===== src/design/nnt_pkg.sv =====
// ----------------------------------------------------------------------------
// nnt_pkg
// Types and constants shared by the nearest neighbor tour block.
// ----------------------------------------------------------------------------
package nnt_pkg;

    localparam int POINTS_DEF = 32;
    localparam int LEN_W      = 23;
    localparam int SQ_W       = 34;
    localparam int ROOT_W     = 17;

    localparam logic [1:0] CMD_LOAD  = 2'd0;
    localparam logic [1:0] CMD_RUN   = 2'd1;
    localparam logic [1:0] CMD_CLEAR = 2'd2;

    localparam logic [1:0] ST_CITY  = 2'd0;
    localparam logic [1:0] ST_EMPTY = 2'd1;
    localparam logic [1:0] ST_FULL  = 2'd2;

    typedef struct packed {
        logic [1:0]         cmd;
        logic signed [15:0] pos_x;
        logic signed [15:0] pos_y;
    } t_in;

    typedef struct packed {
        logic [1:0]       status;
        logic [5:0]       city_index;
        logic [LEN_W-1:0] running_length;
        logic             last;
    } t_out;

    // Squared distance of two points, exact.
    function automatic logic [SQ_W-1:0] sq_dist(input logic signed [15:0] ax,
                                                input logic signed [15:0] ay,
                                                input logic signed [15:0] bx,
                                                input logic signed [15:0] by);
        logic signed [16:0] dx;
        logic signed [16:0] dy;
        logic [16:0]        ux;
        logic [16:0]        uy;
        dx = 17'(ax) - 17'(bx);
        dy = 17'(ay) - 17'(by);
        ux = dx[16] ? 17'(-dx) : 17'(dx);
        uy = dy[16] ? 17'(-dy) : 17'(dy);
        return SQ_W'(ux * ux) + SQ_W'(uy * uy);
    endfunction

endpackage


===== src/design/nnt_cell.sv =====
// ----------------------------------------------------------------------------
// nnt_cell
// One point slot: holds a point and its visited mark, and passes the best
// candidate found so far to the next slot.
// ----------------------------------------------------------------------------
module nnt_cell #(
    parameter int IDX_W = 5,
    parameter logic [IDX_W-1:0] IDX = '0
) (
    input  logic                         i_clk,
    input  logic                         i_rst_n,
    input  logic                         i_wr,
    input  logic signed [15:0]           i_wx,
    input  logic signed [15:0]           i_wy,
    input  logic                         i_en,
    input  logic                         i_clr_mark,
    input  logic                         i_mark,
    input  logic signed [15:0]           i_gx,
    input  logic signed [15:0]           i_gy,
    input  logic                         i_found,
    input  logic [nnt_pkg::SQ_W-1:0]     i_bd,
    input  logic [IDX_W-1:0]             i_bi,
    output logic signed [15:0]           o_gx,
    output logic signed [15:0]           o_gy,
    output logic                         o_found,
    output logic [nnt_pkg::SQ_W-1:0]     o_bd,
    output logic [IDX_W-1:0]             o_bi,
    output logic signed [15:0]           o_px,
    output logic signed [15:0]           o_py
);
    logic signed [15:0]       r_px, r_py;
    logic                     r_vis;
    logic [nnt_pkg::SQ_W-1:0] w_d;
    logic                     w_take;

    always_ff @(posedge i_clk) begin
        if (i_wr) begin
            r_px <= i_wx;
            r_py <= i_wy;
        end
    end

    always_ff @(posedge i_clk) begin
        if (!i_rst_n || i_clr_mark) begin
            r_vis <= 1'b0;
        end else if (i_mark) begin
            r_vis <= 1'b1;
        end
    end

    assign w_d    = nnt_pkg::sq_dist(i_gx, i_gy, r_px, r_py);
    assign w_take = i_en && !r_vis && (!i_found || w_d < i_bd);

    // Register the candidate toward the next slot.
    always_ff @(posedge i_clk) begin
        o_gx    <= i_gx;
        o_gy    <= i_gy;
        o_found <= i_found || w_take;
        o_bd    <= w_take ? w_d : i_bd;
        o_bi    <= w_take ? IDX : i_bi;
    end

    assign o_px = r_px;
    assign o_py = r_py;
endmodule


===== config.mk =====
export PLATFORM = sky130hd
export DESIGN_NAME = nnt_cell
export DESIGN_NICKNAME = d
export VERILOG_FILES = /design/src/design/nnt_pkg.sv /design/src/design/nnt_cell.sv
export SDC_FILE = /design/constraint.sdc
export NUM_CORES = 1
export LEC_CHECK = 0
export BUFFER_PORTS_ARGS = -buffer_cell sky130_fd_sc_hd__clkbuf_2
export CAP_MARGIN = 0
export CORE_MARGIN = 2
export CORE_UTILIZATION = 25
export DETAILED_ROUTE_END_ITERATION = 10
export HOLD_SLACK_MARGIN = 0.02
export PLACE_DENSITY_LB_ADDON = 0.3
export SKIP_LAST_GASP = 1
export SLEW_MARGIN = 10
export SYNTH_ARGS = -nofsm -noshare
export SYNTH_HDL_FRONTEND = slang
export SYNTH_SLANG_ARGS = --single-unit

===== constraint.sdc =====
create_clock -name i_clk -period 16.5 [get_ports i_clk]
set_input_delay 4.95 -clock i_clk [delete_from_list [all_inputs] [get_ports i_clk]]
set_output_delay 4.95 -clock i_clk [all_outputs]
set_load 0.02 [all_outputs]

== Word level (Yosys, flattened, before mapping) ==
Cells that the tools add are included.

* $add $sub $neg: 5
* $mul: 2
* Magnitude comparators: 1
* Mux-type cells: 3
* Reduce and logical (&&, ||, !) cells: 8

{| class="wikitable"
|+ Operators with widths
! operator !! count
|-
| $mul A17 B17 Y34 || 2
|-
| $add A34 B34 Y34 || 1
|-
| $lt A34 B34 Y1 || 1
|-
| $mux W17 || 2
|-
| $mux W34 || 1
|-
| $neg A17 Y17 || 2
|-
| $sub A16 B16 Y17 || 2
|-
| $logic_not A1 Y1 || 3
|-
| $logic_or A1 B1 Y1 || 3
|-
| $logic_and A1 B1 Y1 || 2
|}

* Bits in registers: 105
* Input port bits: 110
* Word-level logic and storage cells: 27

== Logic depth before layout (Yosys ltp) ==
* Word-level depth: 9
* Gate-level depth with buffers: 54
* Depth with buffers taken out: 50

== Least setup slack after synthesis ==
OpenSTA, ideal clock, no wires.

* Path type: input to register
* Start point: in i_gy[0]
* End point: reg o_bd[11] (netlist name)
* Setup time: 0.121 ns
* Arrival time: 15.496 ns
* Setup slack: 0.883 ns
* Cell stages on the path: 48
* Buffers on the path: 4
* Cell sequence: inv_1 -> ha_1 -> fa_1 -> nor2b_1 -> o2111ai_1 -> and3_1 -> o21ai_0 -> xor2_1 -> or3_1 -> buf_2 -> o31ai_1 -> xnor2_1 -> clkbuf_1 -> nor2_1 -> fa_1 -> inv_1 -> fa_1 -> inv_1 -> [12 not listed] -> o21ai_0 -> nand2_1 -> o211ai_1 -> a21o_1 -> a21oi_1 -> xnor2_1 -> ha_1 -> a21oi_1 -> nor2b_1 -> o21ai_0 -> nand2b_1 -> a21oi_1 -> o21a_1 -> o21ai_0 -> a21o_1 -> clkbuf_1 -> clkbuf_1 -> mux2_2

* Word-level cells in the longest chain between the ends: 9

{| class="wikitable"
|+ RTL lines
! item !! RTL line !! RTL
|-
| start: declaration || nnt_cell.sv:19 || <nowiki>input logic signed [15:0] i_gy,</nowiki>
|-
| $sub A16 B16 Y17 * || nnt_pkg.sv:43 || <nowiki>dy = 17'(ay) - 17'(by);</nowiki>
|-
| $neg A17 Y17 || nnt_pkg.sv:45 || <nowiki>uy = dy[16] ? 17'(-dy) : 17'(dy);</nowiki>
|-
| $mux W17 * || nnt_pkg.sv:45 ||
|-
| $mul A17 B17 Y34 * || nnt_pkg.sv:46 || <nowiki>return SQ_W'(ux * ux) + SQ_W'(uy * uy);</nowiki>
|-
| $add A34 B34 Y34 * || nnt_pkg.sv:46 ||
|-
| $lt A34 B34 Y1 || nnt_cell.sv:52 || <nowiki>assign w_take = i_en && !r_vis && (!i_found || w_d < i_bd);</nowiki>
|-
| $logic_or A1 B1 Y1 || nnt_cell.sv:52 ||
|-
| $logic_and A1 B1 Y1 || nnt_cell.sv:52 ||
|-
| $mux W34 * || nnt_cell.sv:59 || <nowiki>o_bd <= w_take ? w_d : i_bd;</nowiki>
|-
| end signal: assignment || nnt_cell.sv:59 ||
|-
| end: declaration || nnt_cell.sv:26 || <nowiki>output logic [nnt_pkg::SQ_W-1:0] o_bd,</nowiki>
|}

Mark *: on every way between the ends. The rest lies on a longest branch, timed or not.
A chain may end at the register's enable or synchronous reset.

== Final worst setup path ==
* Start point: in i_gy[0]
* End point: reg o_bd[2] (netlist name)

Same word-level chain as after synthesis.

==> summary.md <==
| Metric | Value |
|---|---|
| Status | `completed` |
| Synthesis-to-layout area growth | `15.24%` |
| Hold/Removal Path Class | `register to register` |
| DP Area | `about 25000 um2` |
| Routed length per instance | `14.92 um` |
| Clk_lat worst skew | `430 ps` |
| Crit path DAT | `between 15000 and 20000 ps` |
| I/O Pins | `214` |
| # port buffers | `around 210` |
| Avg Inst Size Synth | `around 9.3 um2` |
| DPL Wire Length | `around 51000 um` |
| Worst-Margin Slew | `1008 ps` |
| Crit Path Class | `input pin to register` |
| Relative slew slack | `between 30% and 40%` |
| Clock-pin slew on the worst setup and hold paths | `~100 ps` |
| CP max FO | `42` |
| Multi-input gate area | `~17000 um2` |
| Post-synth cell types | `74` |
| Period utilization | `between 90% and 100%` |
| # fillers | `between 9000 and 10000` |
| Initial Utilization | `between 20% and 30%` |
| Total grt overflow | `0` |
| Most used DFF post-synth | `dfxtp_1` |
| Vias in the first global route | `around 18000` |
| Max-Cap Viols | `0` |
| Via/cell ratio | `4.249` |
| Drt total wl | `between 50000 and 60000 um` |
| Initial antenna violation count | `1` |
| Clock sink total | `105` |
| Post-synth EDFFs | `32` |
| Most used cell, CP | `fa_1` |
| DIE HEIGHT | `303.3 um` |
| Number of buffers created by CTS | `9` |
| Critical Path Source | `i_gy[0]` |
| Clk buf depth | `2` |
| Peak Freq | `roughly 63 MHz` |
| Post-synthesis cell area | `22400 um2` |
| FF-to-FF Start | `o_py[0]$_DFFE_PP_` |
| Initial drt markers | `~690` |
| Most frequent cells in the layout | `inv_1 (670), fa_1 (449), ha_1 (256), clkbuf_2 (213), nor2_1 (195)` |
| Die width | `303.3 um` |
| Drt pass-1 iters | `5` |
| Clock root buffer | `clkbuf_16` |
| CP max stage cell | `fa_1` |
| Crit path required time | `around 17000 ps` |
| Final setup viols | `0` |
| CTS tree | `done` |
| Die area | `approximately 90000 um2` |
| CP endpoint kind | `register` |
| Design area | `25810 um2` |
| Crit path time final | `between 15000 and 20000 ps` |
| Final hold viol count | `0` |
| Most common cell after layout, fill and taps aside | `inv_1` |
| Detailed-route DRC error count | `0` |
| Number of routed nets with antenna violations | `0` |
| Synthesis Warnings | `0` |
| Final Slew Violations | `0` |
| Slowest stage delay, CP | `~560 ps` |
| H-tree levels | `3` |
| Hold path start | `r_vis$_SDFFE_PP0P_` |
| RePlAce Congestion | `0.8683` |
| Largest net degree at the start of global routing | `43` |
| Async SR Flop Fraction | `0%` |
| Layout cell share with drive strength beyond 1 | `about 14%` |
| Final nets | `3495` |
| Total GRT Usage | `about an eighth` |
| Detailed-route via count | `roughly 16000` |
| CP Launch Type | `input pin` |
| Synthesized flop and latch total | `between 100 and 150` |
| Post-synthesis sequential area ratio | `around 11%` |
| Worst Skew | `22.02 ps` |
| Cells after synthesis | `between 2000 and 2500` |
| First-pass GRT wire length | `slightly above 90000 um` |
| Core Area | `between 80000 and 90000 um2` |
| CTS Hold Bufs | `0` |
| FF/Latch Area | `between 2000 and 2500 um2` |
| Inserted Diodes | `0` |
| # rows | `between 100 and 150` |
critical path, delay by kind of cell:
family,cells,cell delay [ps]
adder cells (fa/ha/maj),12,5260
AO/OA/AOI/OAI,13,2410
AND/OR/NAND/NOR,10,1670
buffers and inverters,8,900
XOR/XNOR,2,520
multiplexers,1,370
flip-flops by register name, indices dropped and copies added (netlist names):
signal	flops
o_bi	5
o_px	16
r_vis	1
o_bd	34
o_py	16
o_gy	16
o_gx	16
o_found	1
layout make-up:
class / instances / share of cell area [%]
Multi-Input combinational cell: 1589 / 67.37
Inverter: 686 / 10.00
Sequential cell: 105 / 9.384
Timing Repair Buffer: 289 / 6.437
Tap cell: 1165 / 5.647
Clock buffer: 9 / 0.8725
Clock inverter: 7 / 0.2860
cells in the mapped netlist (4+ instances only):
master / count / area share (%)
inv_1: 672 / 11
nor4_1: 10 / 0.28
a21oi_1: 65 / 1.5
clkinv_1: 7 / 0.12
or3_1: 8 / 0.22
o311ai_0: 4 / 0.16
o21ai_1: 5 / 0.11
edfxtp_1: 32 / 4.3
nor3_1: 19 / 0.42
o21bai_1: 7 / 0.23
xnor2_1: 57 / 2.2
ha_1: 256 / 14
clkbuf_1: 34 / 0.57
fa_1: 449 / 40
a211oi_1: 7 / 0.23
o21a_1: 13 / 0.44
a221oi_1: 4 / 0.16
nor2_1: 196 / 3.3
inv_2: 7 / 0.12
or2_2: 4 / 0.11
dfxtp_1: 73 / 6.5
a21o_1: 37 / 1.2
buf_2: 8 / 0.18
nand4_1: 8 / 0.22
a31oi_1: 6 / 0.17
o2111ai_1: 4 / 0.16
o21ai_0: 36 / 0.80
and2_1: 12 / 0.34
o211ai_1: 6 / 0.20
xor2_1: 35 / 1.4
o31ai_1: 6 / 0.20
nand2_1: 159 / 2.7
and3_1: 11 / 0.31
mux2_2: 33 / 1.7
nor2b_1: 15 / 0.42
nand2b_1: 22 / 0.61
nand3_1: 16 / 0.36
layer usage:
| metal | global-route usage, % | part of all wire, % | vias up |
|---|---|---|---|
| met3 | 2.099 | 4.1 | 34 |
| li1 | - | - | 7805 |
| met2 | 23.65 | 53 | 254 |
| met4 | 3.210 | 1.7 | 0 |
| met1 | 16.12 | 41 | 8265 |
| met5 | 0 | 0 | - |
final timing paths:
path,end,slack [ps],depth (start not counted)
worst max register to register,o_bd[2]$_DFF_P_,4960,44
worst max-delay path,o_bd[2]$_DFF_P_,690,46
worst min register to register,r_vis$_SDFFE_PP0P_,490,2
worst min-delay path,r_vis$_SDFFE_PP0P_,490,2
cells by family (layout without fill, tap and decap cells):
family          count (synthesis)  count (layout)  share of synthesized area [%]
compound gates                229             229                          6.865
simple gates                  503             503                          10.18
xor+xnor                       93              93                          3.670
mux                            35              35                          1.748
buf+inv                       729             991                          12.26
fa+ha+maj                     705             705                          54.43
flops                         105             105                          10.81
other cells                     2              24                        0.03353
what timing repair did:
action	in CTS	in global routing
buffers inserted	0	4
endpoints found under the setup margin	0	39
resized for setup	0	22
metrics by stage:
step	std cells	hold slack, ps	setup TNS [ps]	utilization (%)	setup slack (ps)
5_1_grt	3850	534.0	-915.5	29.12	-57.95
3_5_place_dp	3830	484.6	-6927	28.65	-218.5
6_report	3850	493.9	0	29.12	694.0
3_3_place_gp	3830	488.9	-4206	28.65	-143.0
2_1_floorplan	2423	467.7	0	-	883.2
4_1_cts	3846	499.1	0	28.99	240.9
Power is not shown: default switching activity piles up to over one toggle a cycle in this logic, so the estimate is an artifact.
