==> src/design/nnt_pkg.sv <==
// ----------------------------------------------------------------------------
// nnt_pkg
// Types and constants shared by the nearest neighbor tour block.
// ----------------------------------------------------------------------------
package nnt_pkg;

    localparam int POINTS_DEF = 32;
    localparam int LEN_W      = 23;
    localparam int SQ_W       = 34;
    localparam int ROOT_W     = 17;

    localparam logic [1:0] CMD_LOAD  = 2'd0;
    localparam logic [1:0] CMD_RUN   = 2'd1;
    localparam logic [1:0] CMD_CLEAR = 2'd2;

    localparam logic [1:0] ST_CITY  = 2'd0;
    localparam logic [1:0] ST_EMPTY = 2'd1;
    localparam logic [1:0] ST_FULL  = 2'd2;

    typedef struct packed {
        logic [1:0]         cmd;
        logic signed [15:0] pos_x;
        logic signed [15:0] pos_y;
    } t_in;

    typedef struct packed {
        logic [1:0]       status;
        logic [5:0]       city_index;
        logic [LEN_W-1:0] running_length;
        logic             last;
    } t_out;

    // Squared distance of two points, exact.
    function automatic logic [SQ_W-1:0] sq_dist(input logic signed [15:0] ax,
                                                input logic signed [15:0] ay,
                                                input logic signed [15:0] bx,
                                                input logic signed [15:0] by);
        logic signed [16:0] dx;
        logic signed [16:0] dy;
        logic [16:0]        ux;
        logic [16:0]        uy;
        dx = 17'(ax) - 17'(bx);
        dy = 17'(ay) - 17'(by);
        ux = dx[16] ? 17'(-dx) : 17'(dx);
        uy = dy[16] ? 17'(-dy) : 17'(dy);
        return SQ_W'(ux * ux) + SQ_W'(uy * uy);
    endfunction

endpackage

==> src/design/nnt_isqrt.sv <==
// ----------------------------------------------------------------------------
// nnt_isqrt
// Floor square root, one result bit per cycle.
// ----------------------------------------------------------------------------
module nnt_isqrt (
    input  logic                       i_clk,
    input  logic                       i_rst_n,
    input  logic                       i_start,
    input  logic [nnt_pkg::SQ_W-1:0]   i_v,
    output logic                       o_done,
    output logic [nnt_pkg::ROOT_W-1:0] o_root
);
    localparam int CW = $clog2(nnt_pkg::ROOT_W + 1);
    logic [nnt_pkg::SQ_W+1:0]   r_rem;
    logic [nnt_pkg::SQ_W+1:0]   r_val;
    logic [nnt_pkg::ROOT_W-1:0] r_q;
    logic [CW-1:0]              r_cnt;
    logic                       r_busy;
    logic [nnt_pkg::SQ_W+1:0]   w_rem, w_trial;

    assign w_rem   = {r_rem[nnt_pkg::SQ_W-1:0], r_val[nnt_pkg::SQ_W+1:nnt_pkg::SQ_W]};
    assign w_trial = {(nnt_pkg::SQ_W - nnt_pkg::ROOT_W)'(0), r_q, 2'b01};

    always_ff @(posedge i_clk) begin
        if (!i_rst_n) begin
            r_busy <= 1'b0;
            o_done <= 1'b0;
        end else begin
            o_done <= 1'b0;
            if (i_start) begin
                r_busy <= 1'b1;
                r_rem  <= '0;
                // Left-align the operand so the top bit pair feeds the first step.
                r_val  <= {i_v, 2'b00};
                r_q    <= '0;
                r_cnt  <= CW'(nnt_pkg::ROOT_W);
            end else if (r_busy) begin
                r_val <= r_val << 2;
                if (w_rem >= w_trial) begin
                    r_rem <= w_rem - w_trial;
                    r_q   <= {r_q[nnt_pkg::ROOT_W-2:0], 1'b1};
                end else begin
                    r_rem <= w_rem;
                    r_q   <= {r_q[nnt_pkg::ROOT_W-2:0], 1'b0};
                end
                r_cnt <= r_cnt - 1'b1;
                if (r_cnt == CW'(1)) begin
                    r_busy <= 1'b0;
                    o_done <= 1'b1;
                end
            end
        end
    end
    assign o_root = r_q;
endmodule

==> config.mk <==
export PLATFORM = sky130hd
export DESIGN_NAME = nnt_isqrt
export DESIGN_NICKNAME = d
export VERILOG_FILES = /design/src/design/nnt_pkg.sv /design/src/design/nnt_isqrt.sv
export SDC_FILE = /design/constraint.sdc
export NUM_CORES = 1
export LEC_CHECK = 0
export BUFFER_PORTS_ARGS = -buffer_cell sky130_fd_sc_hd__buf_2
export CELL_PAD_IN_SITES_DETAIL_PLACEMENT = 0
export CELL_PAD_IN_SITES_GLOBAL_PLACEMENT = 1
export CORE_MARGIN = 2
export CORE_UTILIZATION = 47
export CTS_CLUSTER_DIAMETER = 150
export DETAILED_ROUTE_END_ITERATION = 12
export GPL_ROUTABILITY_DRIVEN = 0
export GPL_TIMING_DRIVEN = 0
export PLACE_DENSITY = 0.78
export SETUP_SLACK_MARGIN = 0.4
export SLEW_MARGIN = 15
export SYNTH_ARGS = -nofsm -noshare
export SYNTH_HDL_FRONTEND = slang
export SYNTH_SLANG_ARGS = --single-unit
==> constraint.sdc <==
create_clock -name i_clk -period 3.5 [get_ports i_clk]
set_clock_uncertainty 0.05 [all_clocks]
set_input_delay 0 -clock i_clk [delete_from_list [all_inputs] [get_ports i_clk]]
set_output_delay 0 -clock i_clk [all_outputs]
set_load 0.03 [all_outputs]
# [After elaboration in Yosys (flattened, before gate mapping)]
# Index checks and enable logic that the tools add are counted.
[classes] n_addsub=2 n_reduce_logical=3 eq_ne=1 bitwise=2 order_cmp=1 mux=11
[ops] operator="$mux 36" n=2
[ops] operator="$mux 34" n=2
[ops] operator="$ge 36x19->1" n=1
[ops] operator="$sub 34x19->34" n=1
[ops] operator="$mux 17" n=1
[ops] operator="$eq 5x1->1 const B" n=1
[ops] operator="$mux 1" n=5
[ops] operator="$mux 5" n=1
[ops] operator="$sub 5x1->5 const B" n=1
[ops] operator="$reduce_or 3->1" n=1
[ops] operator="$not 1->1" n=2
[ops] operator="$reduce_and 2->1" n=1
[ops] operator="$reduce_bool 2->1" n=1
[totals] input_bits=37 regBits=92 output_inout_bits=18

# [Logic depth before layout (Yosys ltp)]
[depth] word_depth=4 ltp_mapped=12 mapped_depth_nobuf=9

# [Worst setup path before layout]
# No wires, ideal clock.
[synth_timing] path_kind="input to register" from="input port i_start" to="register r_q (netlist bit o_root[0]), enable pin" path_buffers=2 t_required_ps=2994 path_stages=3 path_slack_ps=344 setup_ps=456 t_arrival_ps=2650 path_cell_list="clkbuf_1 -> clkbuf_1 -> o21a_1"
[synth_between] elab_chain_len=2
[synth_lines] item="start: declaration" line_no="nnt_isqrt.sv:8" rtl="input logic i_start,"
[synth_lines] item="$reduce_bool 2->1 (no source line)"
[synth_lines] item="$reduce_and 2->1 (no source line)"
[synth_lines] item="end signal: assignment" line_no="nnt_isqrt.sv:41" rtl="r_q <= {r_q[nnt_pkg::ROOT_W-2:0], 1'b1};"
[synth_lines] item="end signal: assignment" line_no="nnt_isqrt.sv:44" rtl="r_q <= {r_q[nnt_pkg::ROOT_W-2:0], 1'b0};"
[synth_lines] item="end: declaration" line_no="nnt_isqrt.sv:16" rtl="logic [nnt_pkg::ROOT_W-1:0] r_q;"
# Every way passes these cells.
# A chain may end at the register's enable or synchronous reset.

# [Worst setup path after layout]
[layout_timing] from="register r_rem[15] in the netlist's numbering" to="register r_rem[30] in the netlist's numbering, data pin"
[layout_between] elab_chain_len=3 elab_cells_between_ends=4 classes_between="add/sub: 1; order compare: 1; mux: 2"
[layout_lines] item="start: declaration" line_no="nnt_isqrt.sv:14" rtl="logic [nnt_pkg::SQ_W+1:0] r_rem;"
[layout_lines] item="start signal: assignment" line_no="nnt_isqrt.sv:40" rtl="r_rem <= w_rem - w_trial;"
[layout_lines] item="start signal: assignment" line_no="nnt_isqrt.sv:43" rtl="r_rem <= w_rem;"
[layout_lines] item="$sub 34x19->34 or $ge 36x19->1 (tied branches)" line_no="nnt_isqrt.sv:40, nnt_isqrt.sv:39"
[layout_lines] item="$mux 34 *" line_no="nnt_isqrt.sv:39" rtl="if (w_rem >= w_trial) begin"
[layout_lines] item="$mux 34 *" line_no="nnt_isqrt.sv:37" rtl="end else if (r_busy) begin"
# Every way passes the cells marked *; elsewhere a longest branch is shown, timed or not. The select of a mux whose other input is x is not followed.

==> results.md <==
* # nets final at roughly 640
* Via Count at ~4,000
* Sequential area share after synthesis at 52.7%
* Core area at 10,800 sq um
* Clk root buf: clkbuf_8
* MaxCap Viol Count at 0
* Net Sw Frac at ~29%
* Worst hold path class: input port to flip-flop
* Number of buffers created by CTS at 9
* Hold path depth at 3
* Clk sinks at 92
* Worst Hold Endpoint: r_rem[26]$_SDFFCE_PP0P_
* Die Ht at approximately 110 microns
* Post-route ant nets at 0
* Pint at between 2 and 2.5 mW
* Mapped Area at between 5000 and 6000 sq um
* Avg WL per Cell at between 15 and 20 microns
* HP Start: i_start
* EDFF count, synth at 90
* VDD IR-drop max at roughly 270 uV
* Clock Power Share at between 20% and 30%
* Initial DRT Pass Iterations at 4
* Share of layout cells above drive strength 1 at 27.1%
* Per-instance average area after synthesis at between 10 and 15 sq um
* Slew @ Worst Pin at approximately 680 ps
* Final WL at about 12,000 microns
* Die width at ~110 microns
* Combinational share of power at roughly a quarter
* Crit share post-route at 86.9%
* CTS Buffer Depth at 2
* Critical Path AT at approximately 3100 ps
* R2r endpoint: r_rem[30]$_SDFFCE_PP0P_
* Vias in the first global route at 3,861
* Input/output buffers at 53
* DRC viols at 0
* First-pass GRT wire length at between 15,000 and 20,000 microns
* Final core occ at about three fifths
* Tmin final at 3040 ps
* Worst reg2reg path depth at 8
* Initial antenna violation count at 0
* Worst path required time at roughly 3600 ps
* R2r setup slk at between 400 and 500 ps
* RSZ-0062 raised after global routing: false
* Crit Path Class: flip-flop to flip-flop
* GRT Overall Usage at 21.8%
* Die Area at 11,900 sq um
* Clock Latency Late Sink at between 300 and 400 ps
* Startpoint types: flip-flop
* Ports at 55
* Crit. End Element: flip-flop
* Hold Vio Cnt, Final at 0
* Reg2Reg Launch Point: r_rem[15]$_SDFFCE_PP0P_
* FFs w/ async S/R, synth at 0%
* Largest delay share family, worst path: simple AND/OR/NAND/NOR gates
* Synth unique cells at 54
* CTS H-Tree Depth at 3
* DP Worst Slack at -10.5 ps
* DP HPWL at 8090 microns
* Highest Clock Rate at 329 MHz
* Setup Viol. Count Final at 0
* Yosys synthesis warning count at 0
* Syn Nets at ~530
* Clk slew on worst S/H paths at 100 ps
* N_diodes at 0
* Synthesized flop and latch total at a little over 90
* Initial core utilization at roughly half
* Delay of the slowest critical-path stage at ~590 ps
* Starting DRT DRC Count at 200
* Setup tns final at 0 ps
* WP buf/inv at 1
* Prevailing post-synth register cell: edfxtp_1
* Overall Power at roughly 2.8 mW
* Grt ovf at 0
* Final setup margin at between 400 and 500 ps
* Largest net degree at the start of global routing at 59
* Critical path fanouts, max at 8
* Row cnt at 38
* Leak at about 2.5 nW
* Net Sw Power at between 800 and 900 uW
* Via density per instance at approximately 5.5
* Worst path depth at 8
* CTS tree: built
* Worst-path cell chain: ha_4, nand4_4, or4_4, a21oi_4, o2111ai_4, buf_6, nor4b_2, mux2_2
* Slowest-stage cell, CP: or4_4
* Pwr dens at 438 nW/um^2
* Status: completed
* P&R area growth vs syn at 24.7%
* Rel. slew slack at 54.9%
* Max Slew Vio Count at 0
* Sequential Power Share at 48.0%
* Cells after Synth at ~470
==> layout make-up <==
| cell class | count | area (sq um) |
|---|---|---|
| Fill cell | 897 | 4350 |
| Clock inverter | 6 | 91.3 |
| Multi-Input combinational cell | 329 | 2420 |
| Buffer | 19 | 114 |
| Timing Repair Buffer | 100 | 726 |
| Inverter | 27 | 101 |
| Tap cell | 140 | 175 |
| Sequential cell | 92 | 2740 |
| Clock buffer | 10 | 128 |
==> registers in the layout, summed over array words and instances (netlist names) <==
name	flops
o_root	17
o_done	1
r_busy	1
r_rem	34
r_val	34
r_cnt	5
==> cell usage after synthesis, types with 4 or more instances <==
master	instances	area share, %
or4_1	6	0.86
nor2_1	49	3.5
xnor2_1	16	2.7
o21ai_0	22	2.1
a21oi_1	35	3.4
mux2_2	35	7.6
nand2_1	39	2.8
inv_1	27	1.9
a21o_1	4	0.58
clkbuf_1	11	0.79
buf_6	4	0.86
edfxtp_1	90	52
nand2b_1	7	0.84
o211ai_1	5	0.72
or3_1	8	0.96
xor2_1	5	0.84
nand3_1	5	0.48
nor2b_1	5	0.60
nor3_1	8	0.77
ha_1	21	5.0
a211oi_1	9	1.3
==> kinds of logic (layout without fill, tap and decap cells) <==
logic type,count (synthesis),in the layout,share of synthesized area (%)
DFF,92,92,52.7
adders and majority gates,21,21,5.05
buffers and inverters,46,162,4.04
and+or+nand+nor,155,155,15.4
muxes,35,35,7.57
xor gates and xnor gates,21,21,3.53
AOI/OAI and AO/OA,97,97,11.8
==> power groups by stage <==
stage	Sequential [mW]	Combinational [mW]	Clock (mW)
2_1_floorplan	1.40	0.408	0
3_3_place_gp	1.39	0.551	0
3_5_place_dp	1.38	0.568	0
4_1_cts	1.36	0.612	0.833
5_1_grt	1.38	0.728	0.862
6_report	1.37	0.665	0.816
==> cell usage in the layout, fill, tap and decap left out, types with 10 or more instances in the layout <==
cell type,count
o21ai_0,19
ha_1,12
buf_4,11
nor2_1,48
a21oi_1,35
clkbuf_1,10
inv_1,27
dlygate4sd3_1,36
edfxtp_1,90
mux2_2,35
buf_2,55
nand2_1,39
xnor2_1,16
==> per-stage QoR <==
step / hold slack, ps / instances / cell area [sq um]
detailed placement: 217 / 661 / 5680
finish: 243 / 723 / 6490
CTS: 214 / 713 / 6310
global route: 275 / 723 / 6490
global placement: 207 / 660 / 5650
floorplan: 103 / 467 / 5210
==> worst reg2reg max path: stages (launching register included) <==
cell and delay, ps:
edfxtp_1 470, ha_4 330, nand4_4 130, or4_4 590
a21oi_4 260, o2111ai_4 180, buf_6 200, nor4b_2 230
mux2_2 360
==> metal layers <==
layer  global-route usage [%]  wire, microns
met4                     8.86            312
met5                        0              0
met2                     34.9           5810
met1                     28.6           5650
met3                     4.84            609
==> worst max-delay path by stage <==
stage	from	endpoint	slack (ps)
6_report	r_rem[15]$_SDFFCE_PP0P_	r_rem[30]$_SDFFCE_PP0P_	460
5_1_grt	r_rem[12]$_SDFFCE_PP0P_	r_rem[1]$_SDFFCE_PP0P_	380
4_1_cts	r_rem[14]$_SDFFCE_PP0P_	r_rem[26]$_SDFFCE_PP0P_	410
3_5_place_dp	o_root[0]$_SDFFCE_PP0P_	r_rem[4]$_SDFFCE_PP0P_	-10
3_3_place_gp	o_root[0]$_SDFFCE_PP0P_	r_rem[3]$_SDFFCE_PP0P_	-2
2_1_floorplan	o_root[13]$_SDFFCE_PP0P_	r_rem[30]$_SDFFCE_PP0P_	430
==> what timing repair did <==
item	4_1_cts	5_1_grt
setup endpoints to repair	24	29
hold endpoints to repair	35	0
hold buffers	35	0
gates resized for setup	13	22
pin swaps	1	7
setup buffers	1	10
(Power assumes the default switching activity.)
